--- src/wjmc_pkg.sv ---
`timescale 1ns / 1ps
`default_nettype none

package wjmc_pkg;

    localparam int HEIGHT_BITS  = 16;
    localparam int COST_BITS    = 32;
    localparam int LIMIT_BITS   = 5;
    localparam int MAX_JUMP_DEF = 16;
    localparam int LIMIT_RESET  = 1;

    typedef logic [HEIGHT_BITS-1:0] t_height;
    typedef logic [COST_BITS-1:0]   t_cost;
    typedef logic [LIMIT_BITS-1:0]  t_jump_limit;

    typedef struct packed {
        t_height height;
        logic    last_height;
    } t_in_item;

    typedef struct packed {
        t_cost min_cost;
        logic  is_last;
    } t_out_item;

endpackage

`default_nettype wire

--- src/wjmc_best_cost.sv ---
`timescale 1ns / 1ps
`default_nettype none

module wjmc_best_cost
    import wjmc_pkg::*;
#(
    parameter int MAX_JUMP = MAX_JUMP_DEF,
    parameter int CNT_W    = $clog2(MAX_JUMP + 1)
) (
    input  wire t_height     i_height,
    input  wire t_height     i_hist_h [MAX_JUMP],
    input  wire t_cost       i_hist_c [MAX_JUMP],
    input  wire [CNT_W-1:0]  i_seen,
    input  wire t_jump_limit i_jump_limit,
    output t_cost            o_best
);

    localparam int LIM_W  = (CNT_W > LIMIT_BITS) ? CNT_W : LIMIT_BITS;
    localparam int LEAVES = 1 << $clog2(MAX_JUMP);

    logic [LIM_W-1:0] lim_raw;
    logic [LIM_W-1:0] lim_eff;
    logic [LIM_W-1:0] seen_ext;
    t_cost            node [2*LEAVES-1];

    assign lim_raw  = LIM_W'(i_jump_limit);
    assign seen_ext = LIM_W'(i_seen);

    always_comb begin
        if (lim_raw == '0) begin
            lim_eff = LIM_W'(1);
        end else if (lim_raw > LIM_W'(MAX_JUMP)) begin
            lim_eff = LIM_W'(MAX_JUMP);
        end else begin
            lim_eff = lim_raw;
        end
    end

    // Each window entry forms one candidate; entries outside the reach or not yet
    // filled enter the tree as all ones so they never win.
    genvar gi;
    generate
        for (gi = 0; gi < LEAVES; gi++) begin : g_leaf
            if (gi < MAX_JUMP) begin : g_cand
                t_height                diff;
                logic [COST_BITS:0]     sum;
                logic                   ok;
                assign diff = (i_height >= i_hist_h[gi]) ? (i_height - i_hist_h[gi])
                                                         : (i_hist_h[gi] - i_height);
                assign sum  = {1'b0, i_hist_c[gi]} + (COST_BITS + 1)'(diff);
                assign ok   = (seen_ext > LIM_W'(gi)) && (lim_eff > LIM_W'(gi));
                assign node[LEAVES-1+gi] = !ok            ? '1 :
                                           sum[COST_BITS] ? '1 : sum[COST_BITS-1:0];
            end else begin : g_pad
                assign node[LEAVES-1+gi] = '1;
            end
        end
        for (gi = 0; gi < LEAVES - 1; gi++) begin : g_tree
            assign node[gi] = (node[2*gi+2] < node[2*gi+1]) ? node[2*gi+2] : node[2*gi+1];
        end
    endgenerate

    assign o_best = (i_seen == '0) ? '0 : node[0];

endmodule

`default_nettype wire

--- src/windowed_jump_min_cost_dp_unit.sv ---
`timescale 1ns / 1ps
`default_nettype none

// Channel   Direction  Handshake                  Payload
// in        input      i_in_valid / o_in_ready    i_in_data   (t_in_item)
// out       output     o_out_valid / i_out_ready  o_out_data  (t_out_item)
// cfg       input      i_cfg_we (no wait)         i_cfg_data  (jump limit)
//
// One height is taken per cycle unless the output stalls.
// The path from the input register to the result register holds one absolute
// difference and saturating add per window entry and a min tree over MAX_JUMP.
// Reset clears the valid flags and the fill count and sets the jump limit to 1.
// A stalled output holds the result while one more height waits in the input register.

module windowed_jump_min_cost_dp_unit
    import wjmc_pkg::*;
#(
    parameter int MAX_JUMP = MAX_JUMP_DEF
) (
    input  wire         i_clk,
    input  wire         i_rst_n,
    input  wire         i_in_valid,
    output logic        o_in_ready,
    input  wire t_in_item i_in_data,
    output logic        o_out_valid,
    input  wire         i_out_ready,
    output t_out_item   o_out_data,
    input  wire         i_cfg_we,
    input  wire t_jump_limit i_cfg_data
);

    localparam int CNT_W = $clog2(MAX_JUMP + 1);

    logic             r_in_valid;
    t_in_item         r_in_item;
    logic             r_out_valid;
    t_out_item        r_out_item;
    t_height          r_hist_h [MAX_JUMP];
    t_cost            r_hist_c [MAX_JUMP];
    logic [CNT_W-1:0] r_seen;
    t_jump_limit      r_jump_limit;

    logic             advance;
    t_cost            best;
    logic [CNT_W-1:0] n_seen;

    assign advance     = r_in_valid && (!r_out_valid || i_out_ready);
    assign o_in_ready  = !r_in_valid || advance;
    assign o_out_valid = r_out_valid;
    assign o_out_data  = r_out_item;

    wjmc_best_cost #(
        .MAX_JUMP (MAX_JUMP),
        .CNT_W    (CNT_W)
    ) u_best (
        .i_height     (r_in_item.height),
        .i_hist_h     (r_hist_h),
        .i_hist_c     (r_hist_c),
        .i_seen       (r_seen),
        .i_jump_limit (r_jump_limit),
        .o_best       (best)
    );

    always_comb begin
        if (r_in_item.last_height) begin
            n_seen = '0;
        end else if (r_seen < CNT_W'(MAX_JUMP)) begin
            n_seen = r_seen + CNT_W'(1);
        end else begin
            n_seen = r_seen;
        end
    end

    always_ff @(posedge i_clk) begin
        if (!i_rst_n) begin
            r_in_valid   <= 1'b0;
            r_out_valid  <= 1'b0;
            r_seen       <= '0;
            r_jump_limit <= LIMIT_BITS'(LIMIT_RESET);
        end else begin
            if (i_cfg_we) begin
                r_jump_limit <= i_cfg_data;
            end
            if (o_in_ready) begin
                r_in_valid <= i_in_valid;
            end
            if (advance) begin
                r_out_valid <= 1'b1;
                r_seen      <= n_seen;
            end else if (i_out_ready) begin
                r_out_valid <= 1'b0;
            end
        end
    end

    always_ff @(posedge i_clk) begin
        if (o_in_ready && i_in_valid) begin
            r_in_item <= i_in_data;
        end
        if (advance) begin
            r_out_item.min_cost <= best;
            r_out_item.is_last  <= r_in_item.last_height;
            for (int j = MAX_JUMP - 1; j > 0; j--) begin
                r_hist_h[j] <= r_hist_h[j-1];
                r_hist_c[j] <= r_hist_c[j-1];
            end
            r_hist_h[0] <= r_in_item.height;
            r_hist_c[0] <= best;
        end
    end

`ifndef SYNTHESIS
    a_seen_bound: assert property (@(posedge i_clk) disable iff (!i_rst_n)
        r_seen <= CNT_W'(MAX_JUMP))
        else $error("Fill count exceeds the window depth.");

    a_last_clears: assert property (@(posedge i_clk) disable iff (!i_rst_n)
        advance && r_in_item.last_height |=> r_seen == '0)
        else $error("Window not cleared after the final position.");

    a_first_zero: assert property (@(posedge i_clk) disable iff (!i_rst_n)
        advance && r_seen == '0 |=> o_out_valid && o_out_data.min_cost == '0)
        else $error("First position of a sequence has nonzero cost.");

    a_in_hold: assert property (@(posedge i_clk) disable iff (!i_rst_n)
        r_in_valid && !advance |=> r_in_valid && $stable(r_in_item))
        else $error("Waiting input item lost or changed.");

    a_result_loaded: assert property (@(posedge i_clk) disable iff (!i_rst_n)
        advance |=> o_out_valid)
        else $error("Result register not loaded after a computation.");
`endif

endmodule

`default_nettype wire

--- config.mk ---
export PLATFORM = sky130hd
export DESIGN_NAME = windowed_jump_min_cost_dp_unit
export DESIGN_NICKNAME = d
export VERILOG_FILES = /design/src/wjmc_pkg.sv /design/src/wjmc_best_cost.sv /design/src/windowed_jump_min_cost_dp_unit.sv
export SDC_FILE = /design/constraint.sdc
export NUM_CORES = 2
export LEC_CHECK = 0
export BUFFER_PORTS_ARGS = -buffer_cell sky130_fd_sc_hd__buf_4
export CORE_ASPECT_RATIO = 0.8
export CORE_UTILIZATION = 58
export DETAILED_ROUTE_END_ITERATION = 12
export PLACE_DENSITY = 0.77
export SETUP_SLACK_MARGIN = 0.5
export SLEW_MARGIN = 20
export SYNTH_ARGS = -nofsm -noshare
export SYNTH_HDL_FRONTEND = slang
export SYNTH_SLANG_ARGS = --single-unit
--- constraint.sdc ---
create_clock -name i_clk -period 26.2 [get_ports i_clk]
set_input_delay 5.24 -clock i_clk [delete_from_list [all_inputs] [get_ports i_clk]]
set_output_delay 5.24 -clock i_clk [all_outputs]
set_load 0.1 [all_outputs]
==> impl_metrics.toml <==
[outcome]
status = "finished clean"

[timing]
fmax_ghz = 0.0472
fin_tns_setup_ps = 0
maxSlewViolCount = 0
rsz0062_at_grt = "no"
period_needed_ps = 21180
fin_worst_skew_ps = 53.0
tightestPinTransition_ps = 1230
fin_crit_sh = 0.809
finalHoldViolations = 0
setup_viol = 0
slew_headroom = 0.170

[power]
p_per_area_mw_per_mm2 = 79.6
cellInternalPower_w = 0.00382
switchingPower_w = 0.00311
swShare = 0.449
max-vdd-ir-drop_v = 0.000280
power_leakage_nw = 38.7
p_comb_frac = 0.577
pwr-share-clk = 0.192
pwr-share-seq = 0.231

[clocking]
root_buffer = "clkbuf_16"
ctsHoldBuffers = 0
clockBufferDepth = 3
cts.clk_slew.worst_paths_ps = 60
cts_setup_buffers = 0
postCtsResizedCells = 0
cts_made_buffers = 92
clock-sinks = 798
cts_tree = "built"
insertion_delay_ps = 760
h-tree-depth = 3

[worst_setup_path]
crit_type = "reg2reg"
r2r-start = "r_in_item[1]"
reg2reg_slack_ps = 5020
cpPeakStageDelay_ps = 710
cp_common_cell = "a21o_1"
slowest_stage = "nand2_1"
startpoint_type = "register"
worst_ep_arrival_time_ps = 21650
required_ps = 26670
timing.rr.end = "r_hist_c[497]"
r2r_cells = 79
critPathLaunch = "r_in_item[1]"
critPathCapture = "r_hist_c[497]"
endpoint_kind = "register"
critPathMaxFanout = 50

[placement]
port-buffer-count = 61
dp_hpwl_um = 221000
dp.cells = 10900
routabilityCongestion = 1.03

[worst_hold_path]
hold_path.class = "reg2reg"

[global_routing]
grt_max_degree = 189
grtUsageMet2 = 0.613
gr-usage-met1 = 0.478
antenna_found_initial = 4
grt_pass1_vias = 66000
grt_pass1_wl_um = 404000
grt_usage = 0.374
grt_util_met3 = 0.0559
busiest_layer = "met2"
gr-total-overflow = 0

[die]
io_pins = 62
die_y_um = 338
core_area_mm2 = 0.139
die_w_um = 421
start_util = 0.588
die_area_mm2 = 0.142
std_cell_rows = 122

[finish]
num-nets-final = 10400
final_cell_mix = "ha_1, a21oi_1, edfxtp_1"
drive_gt1_frac = 0.0486
stdcell_count = 11100
synthToLayoutAreaGrowth_pct = 6.65
layout_commonest_cell = "ha_1"
nFillCells = 11900

[route]
vias = 70300
drt_iter0_markers = 7226
drc = 0
firstDrtPassIters = 9
routed_wl_um = 275000
via_per_inst = 6.35
antenna_left = 0
wl_per_cell_um = 24.8

[logic_synthesis]
synth_nets = 10500
yosysWarnings = 0
yosysSeqAreaShare = 0.292
synthCells = 9181
synth_area_mm2 = 0.0816
postSynthAreaPerCell_um2 = 8.89
synth_largest_area_cell = "edfxtp_1"
ys.flop_type = "edfxtp_1"
async_flop_share = 0
synth_seq_cells = 798
synth_edf_count = 786
synth.top_cells.by_area = "edfxtp_1, ha_1, a21oi_1, a21o_1, xnor2_1"
synth_cell_types = 108
synth_top_area_share = 0.289

[job]
max_cap_viol_count = 0
-- synthesized netlist by cell type, types with 90 or more instances --
master    count
nor2_1      711
edfxtp_1    786
o21a_1       90
nand3_1     204
clkbuf_1    210
o21ai_0     456
and3_1      113
ha_1       1198
xor2_1      236
nor2b_1     148
nor3_1      126
inv_1       788
o21bai_1    140
nand2_1     652
mux2i_1     285
a21o_1      515
a21oi_1     849
xnor2_1     390
nand2b_1    111
nand4_1     178
-- kinds of logic after synthesis --
logic type,synth area share
adder cells (fa/ha/maj),0.196
buffers and inverters,0.0518
multiplexers,0.0439
flip-flops,0.292
AO/OA/AOI/OAI,0.204
XOR/XNOR,0.0672
AND/OR/NAND/NOR,0.145
-- flip-flops by register name, summed over array words and instances, names as in the netlist --
| signal | count |
|---|---|
| r_hist_h | 256 |
| o_out_data | 1 |
| r_jump_limit | 5 |
| r_in_valid | 1 |
| r_hist_c | 512 |
| r_in_item | 17 |
| o_out_valid | 1 |
| r_seen | 5 |
-- layout make-up --
type / instances / area [µm²] / share of cell area
Clock buffer: 116 / 2480 / 0.0285
Antenna cell: 3 / 7.51 / 0.0000862
Timing Repair Buffer: 156 / 1220 / 0.0140
Multi-Input combinational cell: 7301 / 53700 / 0.617
Inverter: 789 / 2970 / 0.0341
Clock inverter: 53 / 504 / 0.00579
Sequential cell: 798 / 23800 / 0.274
Tap cell: 1860 / 2330 / 0.0267
-- stage by stage --
stage	setup slack, ps	hold WS, ps	total power (W)	util	area, µm²
CTS	5320	436	0.00687	0.626	87000
global placement	5620	435	0.00543	0.605	84000
detailed placement	5500	435	0.00554	0.605	84000
floorplan	3080	426	0.00470	-	81600
finish	5020	449	0.00693	0.627	87000
global route	3880	452	0.00732	0.627	87000
-- worst max-delay path: cells and delay by family (launching register included) --
family,cells,cell delay [ps]
AOI/OAI and AO/OA,38,8330
xor gates and xnor gates,2,310
adders and majority gates,7,2260
buffers and inverters,8,2570
DFF,1,350
muxes,3,1260
and+or+nand+nor,21,5760
-- how the worst min path moves through the flow --
stage / end / slack, ps / cells past startpoint / from
2_1_floorplan: r_hist_c[30] / 430 / 0 / r_hist_c[62]
3_3_place_gp: r_hist_h[31] / 430 / 0 / r_hist_h[47]
3_5_place_dp: r_hist_c[30] / 440 / 0 / r_hist_c[62]
4_1_cts: r_hist_c[234] / 440 / 0 / r_hist_c[266]
5_1_grt: r_hist_c[234] / 450 / 0 / r_hist_c[266]
6_report: r_hist_c[30] / 450 / 0 / r_hist_c[62]
-- power by group through the flow --
stage	Combinational, W	Sequential, W	Clock (W)
floorplan	0.00309	0.00161	0
global placement	0.00382	0.00162	0
detailed placement	0.00392	0.00162	0
CTS	0.00394	0.00159	0.00134
global route	0.00434	0.00160	0.00138
finish	0.00400	0.00160	0.00133
-- metal layers --
metal,vias to the layer above,part of all wire
li1,33200,-
met1,33400,0.41
met2,3090,0.45
met3,646,0.078
met4,2,0.061
met5,-,0.000051
(Power assumes the default switching activity.)
